## config.mk

```make
export PLATFORM = sky130hd
export DESIGN_NAME = mic_gain_peak_voice_gate
export DESIGN_NICKNAME = d
export VERILOG_FILES = /design/src/rtl/mgpv_pkg.sv /design/src/rtl/mgpv_gain.sv /design/src/rtl/mgpv_cell.sv /design/src/rtl/mic_gain_peak_voice_gate.sv
export SDC_FILE = /design/constraint.sdc
export NUM_CORES = 1
export LEC_CHECK = 0
export BUFFER_PORTS_ARGS = -buffer_cell sky130_fd_sc_hd__clkbuf_2
export CAP_MARGIN = 20
export CELL_PAD_IN_SITES_DETAIL_PLACEMENT = 0
export CELL_PAD_IN_SITES_GLOBAL_PLACEMENT = 1
export CORE_UTILIZATION = 45
export CTS_CLUSTER_DIAMETER = 50
export DETAILED_ROUTE_END_ITERATION = 10
export GPL_TIMING_DRIVEN = 0
export HOLD_SLACK_MARGIN = 0.12
export PLACE_DENSITY_LB_ADDON = 0.1
export SETUP_SLACK_MARGIN = 0.05
export SLEW_MARGIN = 10
export SYNTH_ARGS = -nofsm -noshare
export SYNTH_HDL_FRONTEND = slang
export SYNTH_SLANG_ARGS = --single-unit
```

## constraint.sdc

```tcl
create_clock -name clk -period 8.5 [get_ports clk]
set_input_delay 0.425 -clock clk [delete_from_list [all_inputs] [get_ports clk]]
set_output_delay 0.425 -clock clk [all_outputs]
set_load 0.005 [all_outputs]
```

## src/rtl/mgpv_pkg.sv

```systemverilog
`timescale 1ns / 1ps
`default_nettype none

package mgpv_pkg;

  localparam int SAMPLE_W    = 16;
  localparam int GAIN_W      = 16;
  localparam int THR_W       = 15;
  localparam int PLEN_W      = 13;
  localparam int PEAK_W      = 16;
  localparam int CFG_IDX_W   = 2;
  localparam int CFG_DATA_W  = 16;
  localparam int FRAC_BITS   = 12;
  // signed sample times zero-extended gain
  localparam int PROD_W      = SAMPLE_W + GAIN_W + 1;

  localparam int HISTORY_DEPTH_DEF = 10;
  localparam int MAX_PACKET_DEF    = 4096;

  localparam logic [GAIN_W-1:0] GAIN_RESET = 16'd4096;
  localparam logic [THR_W-1:0]  THR_RESET  = 15'd3277;
  localparam logic [PLEN_W-1:0] PLEN_RESET = 13'd2880;

  localparam logic [CFG_IDX_W-1:0] REG_MIC_GAIN       = 2'd0;
  localparam logic [CFG_IDX_W-1:0] REG_PEAK_THRESHOLD = 2'd1;
  localparam logic [CFG_IDX_W-1:0] REG_PACKET_LENGTH  = 2'd2;

  localparam logic signed [PROD_W-1:0] SAT_MAX = 33'sd32767;
  localparam logic signed [PROD_W-1:0] SAT_MIN = -33'sd32768;
  localparam logic [PROD_W-1:0] FRAC_MASK = PROD_W'((1 << FRAC_BITS) - 1);

  typedef struct packed {
    logic              shift;
    logic [PEAK_W-1:0] thr;
  } cell_ctrl_t;

  // divide by 2^12 toward zero, then clamp to the signed sample range
  function automatic logic signed [SAMPLE_W-1:0] scale_sat(
    input logic signed [PROD_W-1:0] p
  );
    logic signed [PROD_W-1:0] biased;
    logic signed [PROD_W-1:0] q;
    logic signed [SAMPLE_W-1:0] r;
    biased = p + (p[PROD_W-1] ? FRAC_MASK : '0);
    q = biased >>> FRAC_BITS;
    if (q > SAT_MAX) begin
      r = SAT_MAX[SAMPLE_W-1:0];
    end else if (q < SAT_MIN) begin
      r = SAT_MIN[SAMPLE_W-1:0];
    end else begin
      r = q[SAMPLE_W-1:0];
    end
    return r;
  endfunction

endpackage

`default_nettype wire

```

## src/rtl/mgpv_gain.sv

```systemverilog
`timescale 1ns / 1ps
`default_nettype none

module mgpv_gain (
  input  wire logic                                  clk,
  input  wire logic                                  en,
  input  wire logic signed [mgpv_pkg::SAMPLE_W-1:0]  sample,
  input  wire logic [mgpv_pkg::GAIN_W-1:0]           gain,
  output logic signed [mgpv_pkg::PROD_W-1:0]         prod
);
  import mgpv_pkg::*;

  logic signed [GAIN_W:0] gain_s;

  assign gain_s = $signed({1'b0, gain});

  always_ff @(posedge clk) begin
    if (en) begin
      prod <= PROD_W'(sample * gain_s);
    end
  end

endmodule

`default_nettype wire

```

## src/rtl/mgpv_cell.sv

```systemverilog
`timescale 1ns / 1ps
`default_nettype none

module mgpv_cell (
  input  wire logic                          clk,
  input  wire logic                          rst,
  input  wire mgpv_pkg::cell_ctrl_t          ctrl,
  input  wire logic [mgpv_pkg::PEAK_W-1:0]   din,
  output logic [mgpv_pkg::PEAK_W-1:0]        q,
  output logic                               hit
);
  import mgpv_pkg::*;

  // hit reflects the value this cell holds after a shift
  assign hit = (din >= ctrl.thr);

  always_ff @(posedge clk) begin
    if (rst) begin
      q <= '0;
    end else if (ctrl.shift) begin
      q <= din;
    end
  end

endmodule

`default_nettype wire

```

## src/rtl/mic_gain_peak_voice_gate.sv

```systemverilog
// An accepted input item reaches its result through the product register and then the output register.
// Throughput: one item per cycle when the output is not stalled; gain multiply in the first
// stage, clamp, peak and the history cell row in the second.
// Reset (rst, synchronous): clears counter, running peak, history cells and voice flag,
// and restores gain 4096, threshold 3277, packet length 2880. No clearing pass.
`timescale 1ns / 1ps
`default_nettype none

module mic_gain_peak_voice_gate #(
  parameter int HISTORY_DEPTH = mgpv_pkg::HISTORY_DEPTH_DEF,
  parameter int MAX_PACKET    = mgpv_pkg::MAX_PACKET_DEF
) (
  input  wire logic                                  clk,
  input  wire logic                                  rst,
  input  wire logic                                  cfg_we,
  input  wire logic [mgpv_pkg::CFG_IDX_W-1:0]        cfg_index,
  input  wire logic [mgpv_pkg::CFG_DATA_W-1:0]       cfg_data,
  input  wire logic                                  in_valid,
  output logic                                       in_stall,
  input  wire logic signed [mgpv_pkg::SAMPLE_W-1:0]  mic_sample,
  output logic                                       out_valid,
  input  wire logic                                  out_stall,
  output logic signed [mgpv_pkg::SAMPLE_W-1:0]       scaled_sample,
  output logic                                       packet_end,
  output logic [mgpv_pkg::PEAK_W-1:0]                packet_peak,
  output logic                                       voice_active
);
  import mgpv_pkg::*;

  localparam int CNT_W = (MAX_PACKET > 2) ? $clog2(MAX_PACKET) : 1;
  localparam int MAXL_W = $clog2(MAX_PACKET + 1);
  localparam int EW = (MAXL_W > PLEN_W) ? MAXL_W : PLEN_W;

  logic [GAIN_W-1:0] mic_gain;
  logic [THR_W-1:0]  peak_threshold;
  logic [PLEN_W-1:0] packet_length;

  logic                      s1_valid;
  logic                      s1_en;
  logic                      adv;
  logic signed [PROD_W-1:0]  prod;

  logic [CNT_W-1:0]  sample_counter;
  logic [PEAK_W-1:0] running_peak;
  logic              voice_flag;

  logic signed [SAMPLE_W-1:0] scaled;
  logic [PEAK_W-1:0]          mag;
  logic [PEAK_W-1:0]          peak_next;
  logic [EW-1:0]              eff_len;
  logic [EW-1:0]              taken;
  logic                       end_pkt;
  logic                       step;
  cell_ctrl_t                 ctrl;

  logic [PEAK_W-1:0]        hist_q [HISTORY_DEPTH];
  logic [HISTORY_DEPTH-1:0] hits;

  // second stage moves whenever the output register is free or being drained
  assign adv      = !out_valid || !out_stall;
  assign s1_en    = !s1_valid || adv;
  assign in_stall = !s1_en;
  assign step     = adv && s1_valid;

  always_ff @(posedge clk) begin
    if (rst) begin
      mic_gain       <= GAIN_RESET;
      peak_threshold <= THR_RESET;
      packet_length  <= PLEN_RESET;
    end else if (cfg_we) begin
      unique case (cfg_index)
        REG_MIC_GAIN:       mic_gain       <= cfg_data[GAIN_W-1:0];
        REG_PEAK_THRESHOLD: peak_threshold <= cfg_data[THR_W-1:0];
        REG_PACKET_LENGTH:  packet_length  <= cfg_data[PLEN_W-1:0];
        default: ;
      endcase
    end
  end

  mgpv_gain u_gain (
    .clk    (clk),
    .en     (s1_en),
    .sample (mic_sample),
    .gain   (mic_gain),
    .prod   (prod)
  );

  always_ff @(posedge clk) begin
    if (rst) begin
      s1_valid <= 1'b0;
    end else if (s1_en) begin
      s1_valid <= in_valid;
    end
  end

  always_comb begin
    scaled    = scale_sat(prod);
    mag       = scaled[SAMPLE_W-1] ? PEAK_W'(~scaled + 1'b1) : PEAK_W'(scaled);
    peak_next = (mag > running_peak) ? mag : running_peak;
    eff_len   = EW'(packet_length);
    if (eff_len == '0) begin
      eff_len = EW'(1);
    end
    if (eff_len > EW'(MAX_PACKET)) begin
      eff_len = EW'(MAX_PACKET);
    end
    taken   = EW'(sample_counter) + EW'(1);
    end_pkt = (taken >= eff_len);
    ctrl.shift = step && end_pkt;
    ctrl.thr   = (peak_threshold == '0) ? PEAK_W'(1) : PEAK_W'(peak_threshold);
  end

  genvar i;
  generate
    for (i = 0; i < HISTORY_DEPTH; i++) begin : g_hist
      logic [PEAK_W-1:0] din;
      if (i == HISTORY_DEPTH - 1) begin : g_last
        assign din = peak_next;
      end else begin : g_mid
        assign din = hist_q[i+1];
      end
      mgpv_cell u_cell (
        .clk  (clk),
        .rst  (rst),
        .ctrl (ctrl),
        .din  (din),
        .q    (hist_q[i]),
        .hit  (hits[i])
      );
    end
  endgenerate

  always_ff @(posedge clk) begin
    if (rst) begin
      sample_counter <= '0;
      running_peak   <= '0;
      voice_flag     <= 1'b0;
    end else if (step) begin
      if (end_pkt) begin
        sample_counter <= '0;
        running_peak   <= '0;
        voice_flag     <= |hits;
      end else begin
        sample_counter <= taken[CNT_W-1:0];
        running_peak   <= peak_next;
      end
    end
  end

  always_ff @(posedge clk) begin
    if (rst) begin
      out_valid <= 1'b0;
    end else if (adv) begin
      out_valid <= s1_valid;
    end
  end

  always_ff @(posedge clk) begin
    if (step) begin
      scaled_sample <= scaled;
      packet_end    <= end_pkt;
      packet_peak   <= end_pkt ? peak_next : '0;
      voice_active  <= end_pkt ? |hits : voice_flag;
    end
  end

endmodule

`default_nettype wire

```

==> results.sh, run 1 <==
export IMPL_run_status="complete, but fails checks"
export IMPL_failed_checks="negative setup slack"
export IMPL_route_detailed_vias_per_inst=5.56
export IMPL_holdCritPathClass="primary input to flop"
export IMPL_min_delay_start="cfg_data[2]"
export IMPL_antenna_found_initial=5
export IMPL_setup_tns_ps=-352
export IMPL_synthFlopType="dfxtp_1"
export IMPL_core_area_sq_um=53100
export IMPL_post_synth_inst_count=2812
export IMPL_crit_path_top_delay_cell="or4_4"
export IMPL_mappedNetlistArea_sq_um=24400
export IMPL_grt_usage_pct=27.8
export IMPL_ant_nets=0
export IMPL_grt_pass1_vias=20700
export IMPL_synth_yosys_seq_area_share_pct=26.2
export IMPL_placementRows=84
export IMPL_final_clock_period_utilization_by_the_worst_path_pct=103
export IMPL_leakage_power_total_nw=12.6
export IMPL_initial_core_util_pct=45.9
export IMPL_worstSkewPairLatency_ps=560
export IMPL_setup_worst_path_end_class="flop"
export IMPL_final_number_of_hold_violating_endpoints=0
export IMPL_drc_violations_left=0
export IMPL_worstHoldEndpoint="packet_length[2]"
export IMPL_finalMaxSlewViolations=0
export IMPL_wire_length_of_the_first_global_routing_pass_microns=119000
export IMPL_ctsLongestPathBuffers=3
export IMPL_setup_slack_of_the_worst_register_to_register_path_ps=-230
export IMPL_layout_core_utilization_pct=52.5
export IMPL_min_delay_path_depth=3
export IMPL_routabilityCongestion=0.888
export IMPL_worst_setup_hold_path_clk_slew_ps=50
export IMPL_die_height_microns=235
export IMPL_grt_max_degree=34
export IMPL_drt_initial_drc_count=1296
export IMPL_rsz0062_at_grt="true"
export IMPL_timing_max_slew_rel_slack_pct=36.2
export IMPL_critPathMaxFanout=8
export IMPL_post_route_min_period_ps=8730
export IMPL_rr_worst_depth=38
export IMPL_num_nets_final=3518
export IMPL_aggregate_global_routing_overflow=0
export IMPL_tritoncts_num_sinks=286
export IMPL_fin_ws_ps=-232
export IMPL_timing_critical_path_required_ps=8770
export IMPL_detail_route_wl_per_cell_microns=20.7
export IMPL_buffer_ports_inserted=73
export IMPL_nFillCells=5104
export IMPL_timing_max_cap_violations=0
export IMPL_asyncSetResetFlopFracSynth_pct=0
export IMPL_total_routed_wirelength_microns=76300
export IMPL_critical_path_max_stage_delay_ps=540
export IMPL_critPathArrivalTime_ps=9010
export IMPL_power_ir_vdd_worst_mv=0.192
export IMPL_number_of_flops_mapped_to_enable_cells_by_yosys=67
export IMPL_cts_htree_levels=2
export IMPL_dr_pass1_iters=6
export IMPL_clock_skew_ps=24.8
export IMPL_drive_above_1_share_pct=9.19
export IMPL_cp_class="flop to flop"
export IMPL_critical_path_top_delay_family="compound AO/OA/AOI/OAI gates"
export IMPL_synth_avg_cell_area_sq_um=8.67
export IMPL_r2r_start="u_gain.prod[32]"
export IMPL_numCtsBuffers=40
export IMPL_worst_slew_pin_slew_ps=954
export IMPL_power_density_nw_per_um2=183
export IMPL_dp_final_hpwl_microns=59600
export IMPL_flow_area_growth_from_synthesis_pct=14.3
export IMPL_synth_warning_count=0
export IMPL_num_vias=20500
export IMPL_die_x_microns=235
export IMPL_cp_buffers_inverters=7
export IMPL_tritoncts_clock_tree="yes"
export IMPL_regToRegEndpoint="voice_active"
export IMPL_achievable_frequency_mhz=115
export IMPL_critPathLaunch="u_gain.prod[32]"
export IMPL_postSynthRegisterBits=286
export IMPL_pin_count=75
export IMPL_design_die_area_sq_um=55100
export IMPL_setup_violations=2
export IMPL_postSynthNetCount=3359
export IMPL_crit_path_start_kind="flop"
export IMPL_ys_types=87
export IMPL_pre_cts_slack_ps=-3220
export IMPL_cts_root_buf="clkbuf_16"
logic make-up (layout without fill, tap and decap cells):
family | Yosys count | count (layout) | synth area share (%)
DFF | 286 | 286 | 26.2
adders and majority gates | 508 | 508 | 32.1
buffers and inverters | 425 | 615 | 6.74
AOI/OAI and AO/OA | 555 | 555 | 14.2
other | 0 | 1 | 0
and+or+nand+nor | 976 | 976 | 18.4
muxes | 9 | 9 | 0.441
xor gates and xnor gates | 53 | 53 | 1.90
cell usage in the layout (no fill, tap or decap), types with 9 or more instances in the layout:
| master | n |
|---|---|
| clkbuf_2 | 75 |
| buf_4 | 36 |
| nand3b_1 | 11 |
| and2_1 | 103 |
| clkbuf_16 | 45 |
| nand4_1 | 25 |
| clkbuf_1 | 106 |
| fa_1 | 194 |
| and3_1 | 13 |
| a21o_1 | 49 |
| inv_1 | 300 |
| nand2b_1 | 32 |
| nor4_1 | 13 |
| nand3_1 | 35 |
| o21a_1 | 20 |
| a2111oi_0 | 9 |
| edfxtp_1 | 67 |
| ha_4 | 13 |
| a211oi_1 | 12 |
| dfxtp_1 | 219 |
| o21ai_0 | 64 |
| o211ai_1 | 15 |
| ha_1 | 300 |
| nor2_1 | 90 |
| nor3_1 | 23 |
| a31oi_1 | 11 |
| xnor2_1 | 32 |
| nand2_1 | 563 |
| nand4b_1 | 13 |
| a22oi_1 | 14 |
| a21oi_1 | 257 |
| xor2_1 | 21 |
cell type report:
class | instances | area (sq um) | share of cell area (%)
repair buffers | 119 | 774 | 2.78
multi-input cells | 2101 | 16800 | 60.4
flip-flops and latches | 286 | 6400 | 22.9
well taps | 688 | 861 | 3.09
clock inverters | 19 | 185 | 0.664
plain buffers | 118 | 495 | 1.78
inverters | 305 | 1150 | 4.13
diodes | 1 | 2.50 | 0.00898
clock buffers | 54 | 1180 | 4.25
metal layers:
metal	wire length, microns	global-route usage [%]	vias up
met5	25	0	-
met3	3950	4.66	145
li1	-	-	9823
met2	35700	46.1	509
met4	2910	10.5	4
met1	33700	36.4	10000
where the power goes:
group	total (W)	switching, W	internal (W)
clock network	0.00171	0.000640	0.00107
logic	0.00180	0.00112	0.000690
registers	0.00160	0.0000842	0.00151
worst min-delay path, delay by kind of cell:
family,cells,cell delay (ps)
AO/OA/AOI/OAI,1,50
buffers and inverters,1,110
AND/OR/NAND/NOR,1,60
synthesized netlist by cell type, drive strengths merged (6+ instances only):
cell	number	share of area [%]
nand2	566	8.7
nor2	92	1.4
fa	194	16
and2	104	2.7
dfxtp	219	18
nand4	26	0.69
a2111oi	17	0.62
nand4b	13	0.47
nor4	17	0.46
xor2	21	0.75
ha	314	16
a211oi	16	0.55
mux2	8	0.40
nand2b	32	0.82
nor3	25	0.53
a21o	49	1.5
a22oi	14	0.43
nand3	38	0.78
a31oi	14	0.36
inv	304	4.7
o31ai	7	0.24
o211ai	15	0.46
edfxtp	67	8.3
xnor2	32	1.1
o21ai	72	1.5
o21a	21	0.65
a21oi	263	5.4
nor2b	8	0.21
or3	9	0.23
and3	13	0.33
o21bai	6	0.18
o22ai	7	0.18
nand3b	11	0.34
buf	17	0.44
a211o	7	0.25
clkbuf	103	1.6
registers in the layout, summed over array words and instances, names as in the netlist, 12 cells and up:
name,flops
packet_length,13
u_gain.prod,33
running_peak,16
peak_threshold,15
sample_counter,12
scaled_sample,16
packet_peak,16
mic_gain,16
g_hist.u_cell.q,144
metrics by stage:
stage | hold WS (ps) | total power, W | std cells | area (sq um)
after floorplan | 436 | 0.00269 | 2812 | 24400
after global placement | 449 | 0.00324 | 3573 | 25600
after detailed placement | 447 | 0.00326 | 3575 | 25700
after CTS | 121 | 0.00511 | 3681 | 27700
after global routing | 125 | 0.00539 | 3691 | 27900
final | 147 | 0.00511 | 3691 | 27900
timing repair:
action | CTS | global route
gates resized for setup | 80 | 13
hold buffers | 4 | 0
setup endpoints to repair | 3 | 2
buffers inserted | 30 | 9
hold endpoints to repair | 5 | 0
pin swaps | 35 | 17
how the worst max path moves through the flow:
stage | endpoint | cells after the start
after global placement | voice_active | 37
after global routing | voice_active | 37
after CTS | voice_active | 38
final | voice_active | 38
after detailed placement | voice_active | 37
after floorplan | voice_active | 37
(Power assumes the default switching activity.)
==> run 2, diff against run 1 <==
==> constraint.sdc (replaced) <==
create_clock -name clk -period 7.7 [get_ports clk]
set_input_delay 0.385 -clock clk [delete_from_list [all_inputs] [get_ports clk]]
set_output_delay 0.385 -clock clk [all_outputs]
set_load 0.005 [all_outputs]
==> run 2 against run 1 <==
The run still ends with negative setup slack left. Power grew 11%. Setup slack worse by 670 ps. Register-to-register slack got worse by 670 ps. Core utilization grew 0.18 points. Via count is 0.95% higher.
==> results.sh, run 2 (same netlist as run 1, synthesis figures left out) <==
export IMPL_run_status="complete, but fails checks"
export IMPL_failed_checks="negative setup slack"
export IMPL_core_area_sq_um=53100
export IMPL_design_die_area_sq_um=55100
export IMPL_worstSkewPairLatency_ps=580
export IMPL_area_used_by_multi_input_combinational_logic_sq_um=16800
export IMPL_placementRows=84
export IMPL_nFillCells=5043
export IMPL_leakage_power_total_nw=12.7
export IMPL_cp_buffers_inverters=6
export IMPL_ctsLongestPathBuffers=3
export IMPL_fin_ws_ps=-900
export IMPL_die_height_microns=235
export IMPL_aggregate_global_routing_overflow=0
export IMPL_ant_nets=0
export IMPL_grt_max_degree=34
export IMPL_power_ir_vdd_worst_mv=0.134
export IMPL_grt_usage_pct=28.1
export IMPL_crit_path_start_kind="flop"
export IMPL_p_switching_w=0.00207
export IMPL_drc_violations_left=0
export IMPL_dr_pass1_iters=5
export IMPL_wire_length_of_the_first_global_routing_pass_microns=120000
export IMPL_timing_max_cap_violations=0
export IMPL_drive_above_1_share_pct=10.3
export IMPL_swShare_pct=36.5
export IMPL_buffer_ports_inserted=73
export IMPL_num_vias=20700
export IMPL_critPathMaxFanout=5
export IMPL_tritoncts_num_sinks=286
export IMPL_tritoncts_clock_tree="yes"
export IMPL_post_route_min_period_ps=8600
export IMPL_placed_cells_incl_taps=3576
export IMPL_antenna_found_initial=6
export IMPL_routabilityCongestion=0.907
export IMPL_cts_root_buf="clkbuf_16"
export IMPL_cp_class="flop to flop"
export IMPL_largest_register_ff_count=144
export IMPL_p_clk_share_pct=33.8
export IMPL_worst_setup_hold_path_clk_slew_ps=60
export IMPL_cts_htree_levels=2
export IMPL_die_x_microns=235
export IMPL_layout_common_cells="nand2_1 (563), ha_1 (306), inv_1 (298)"
export IMPL_reg_top3="g_hist.u_cell.q (144), u_gain.prod (33)"
export IMPL_detail_route_wl_per_cell_microns=20.9
export IMPL_setup_violations=2
export IMPL_route_detailed_vias_per_inst=5.59
export IMPL_drt_initial_drc_count=1290
export IMPL_cell_internal_pwr_w=0.00359
export IMPL_timing_max_slew_rel_slack_pct=43.1
export IMPL_stdcell_count=3707
export IMPL_pin_count=75
export IMPL_num_nets_final=3533
export IMPL_dp_final_hpwl_microns=60700
export IMPL_grt_pass1_vias=21000
export IMPL_numCtsBuffers=40
export IMPL_most_common_cell_after_layout_fill_and_taps_aside="nand2_1"
export IMPL_regMostFlops="g_hist.u_cell.q"
export IMPL_combPwrFrac_pct=35.1
export IMPL_finalMaxSlewViolations=0
export IMPL_holdCritPathClass="primary input to flop"
export IMPL_achievable_frequency_mhz=116
export IMPL_initial_core_util_pct=45.9
export IMPL_worst_slew_pin_slew_ps=851
export IMPL_setup_worst_path_end_class="flop"
export IMPL_power_sequential_fraction_pct=31.2
export IMPL_critPathArrivalTime_ps=8900
export IMPL_sequential_cell_area_sq_um=6410
export IMPL_report_power_total_w=0.00566
export IMPL_power_density_nw_per_um2=202
export IMPL_critical_path_max_stage_delay_ps=570
export IMPL_final_clock_period_utilization_by_the_worst_path_pct=112
export IMPL_crit_path_top_delay_cell="or4_4"
export IMPL_rsz0062_at_grt="true"
export IMPL_flow_area_growth_from_synthesis_pct=14.7
export IMPL_final_number_of_hold_violating_endpoints=0
export IMPL_total_routed_wirelength_microns=77400
export IMPL_clock_skew_ps=38.5
export IMPL_timing_critical_path_required_ps=8000
export IMPL_critical_path_top_delay_family="simple AND/OR/NAND/NOR gates"
==> run 2: changes by cell type in the layout (fill, tap and decap cells not counted), sizes merged <==
cell and change:
inv +2, clkinv -1, diode +1, clkbuf -9
clkinvlp +4, dlygate4sd3 +4, buf +15
==> run 2: power by group through the flow <==
| stage | clock [W] | combinational [W] | sequential (W) |
|---|---|---|---|
| 6_report | 0.00191 | 0.00198 | 0.00176 |
| 5_1_grt | 0.00200 | 0.00217 | 0.00177 |
| 4_1_cts | 0.00194 | 0.00192 | 0.00176 |
| 3_5_place_dp | 0 | 0.00182 | 0.00179 |
| 3_3_place_gp | 0 | 0.00180 | 0.00179 |
| 2_1_floorplan | 0 | 0.00124 | 0.00175 |
==> run 2: worst min-delay path: stages <==
cell,delay [ps]
clkbuf_2,140
nand2_1,90
a21oi_1,60
==> run 2: stage by stage <==
stage | TNS [ps] | hold WS, ps | util [%] | setup WS, ps | area [sq um]
6_report | -1770 | 156 | 52.7 | -900 | 28000
3_3_place_gp | -5370 | 448 | 48.5 | -2660 | 25700
3_5_place_dp | -5370 | 454 | 48.6 | -2730 | 25800
2_1_floorplan | -384 | 436 | - | -220 | 24500
4_1_cts | -2330 | 124 | 52.2 | -1180 | 27700
5_1_grt | -2340 | 143 | 52.7 | -1190 | 28000
==> run 2: layout make-up <==
| type | count | area share (%) |
|---|---|---|
| Antenna cell | 2 | 0.0179 |
| Buffer | 116 | 1.80 |
| Clock buffer | 49 | 4.01 |
| Clock inverter | 24 | 0.953 |
| Inverter | 305 | 4.11 |
| Multi-Input combinational cell | 2101 | 59.9 |
| Sequential cell | 286 | 22.9 |
| Tap cell | 688 | 3.08 |
| Timing Repair Buffer | 136 | 3.19 |
==> run 2: worst paths after layout <==
kind | start | endpoint | slack (ps) | cells after the start
hold reg to reg | g_hist[1].u_cell.q[11] | g_hist[1].u_cell.q[11] | 460 | 2
setup reg to reg | u_gain.prod[32] | voice_active | -900 | 36
hold / removal | cfg_data[3] | packet_length[3] | 160 | 3
setup / recovery | u_gain.prod[32] | voice_active | -900 | 36
==> run 2: repair_timing <==
| action | in CTS | in global routing |
|---|---|---|
| gates cloned | 1 | 0 |
| hold buffers | 8 | 0 |
| resized for setup | 49 | 46 |
| endpoints found under the hold margin | 12 | 0 |
| buffers inserted | 31 | 20 |
| pin swaps | 31 | 37 |
| endpoints found under the setup margin | 3 | 7 |
==> run 2: routing by layer <==
layer / global-route usage, % / vias up / part of all wire (%)
met5: 0 / - / 0.021
met4: 9.57 / 2 / 3.3
met3: 3.61 / 143 / 4.4
met2: 48.2 / 523 / 48
met1: 36.4 / 10200 / 44
li1: - / 9848 / -
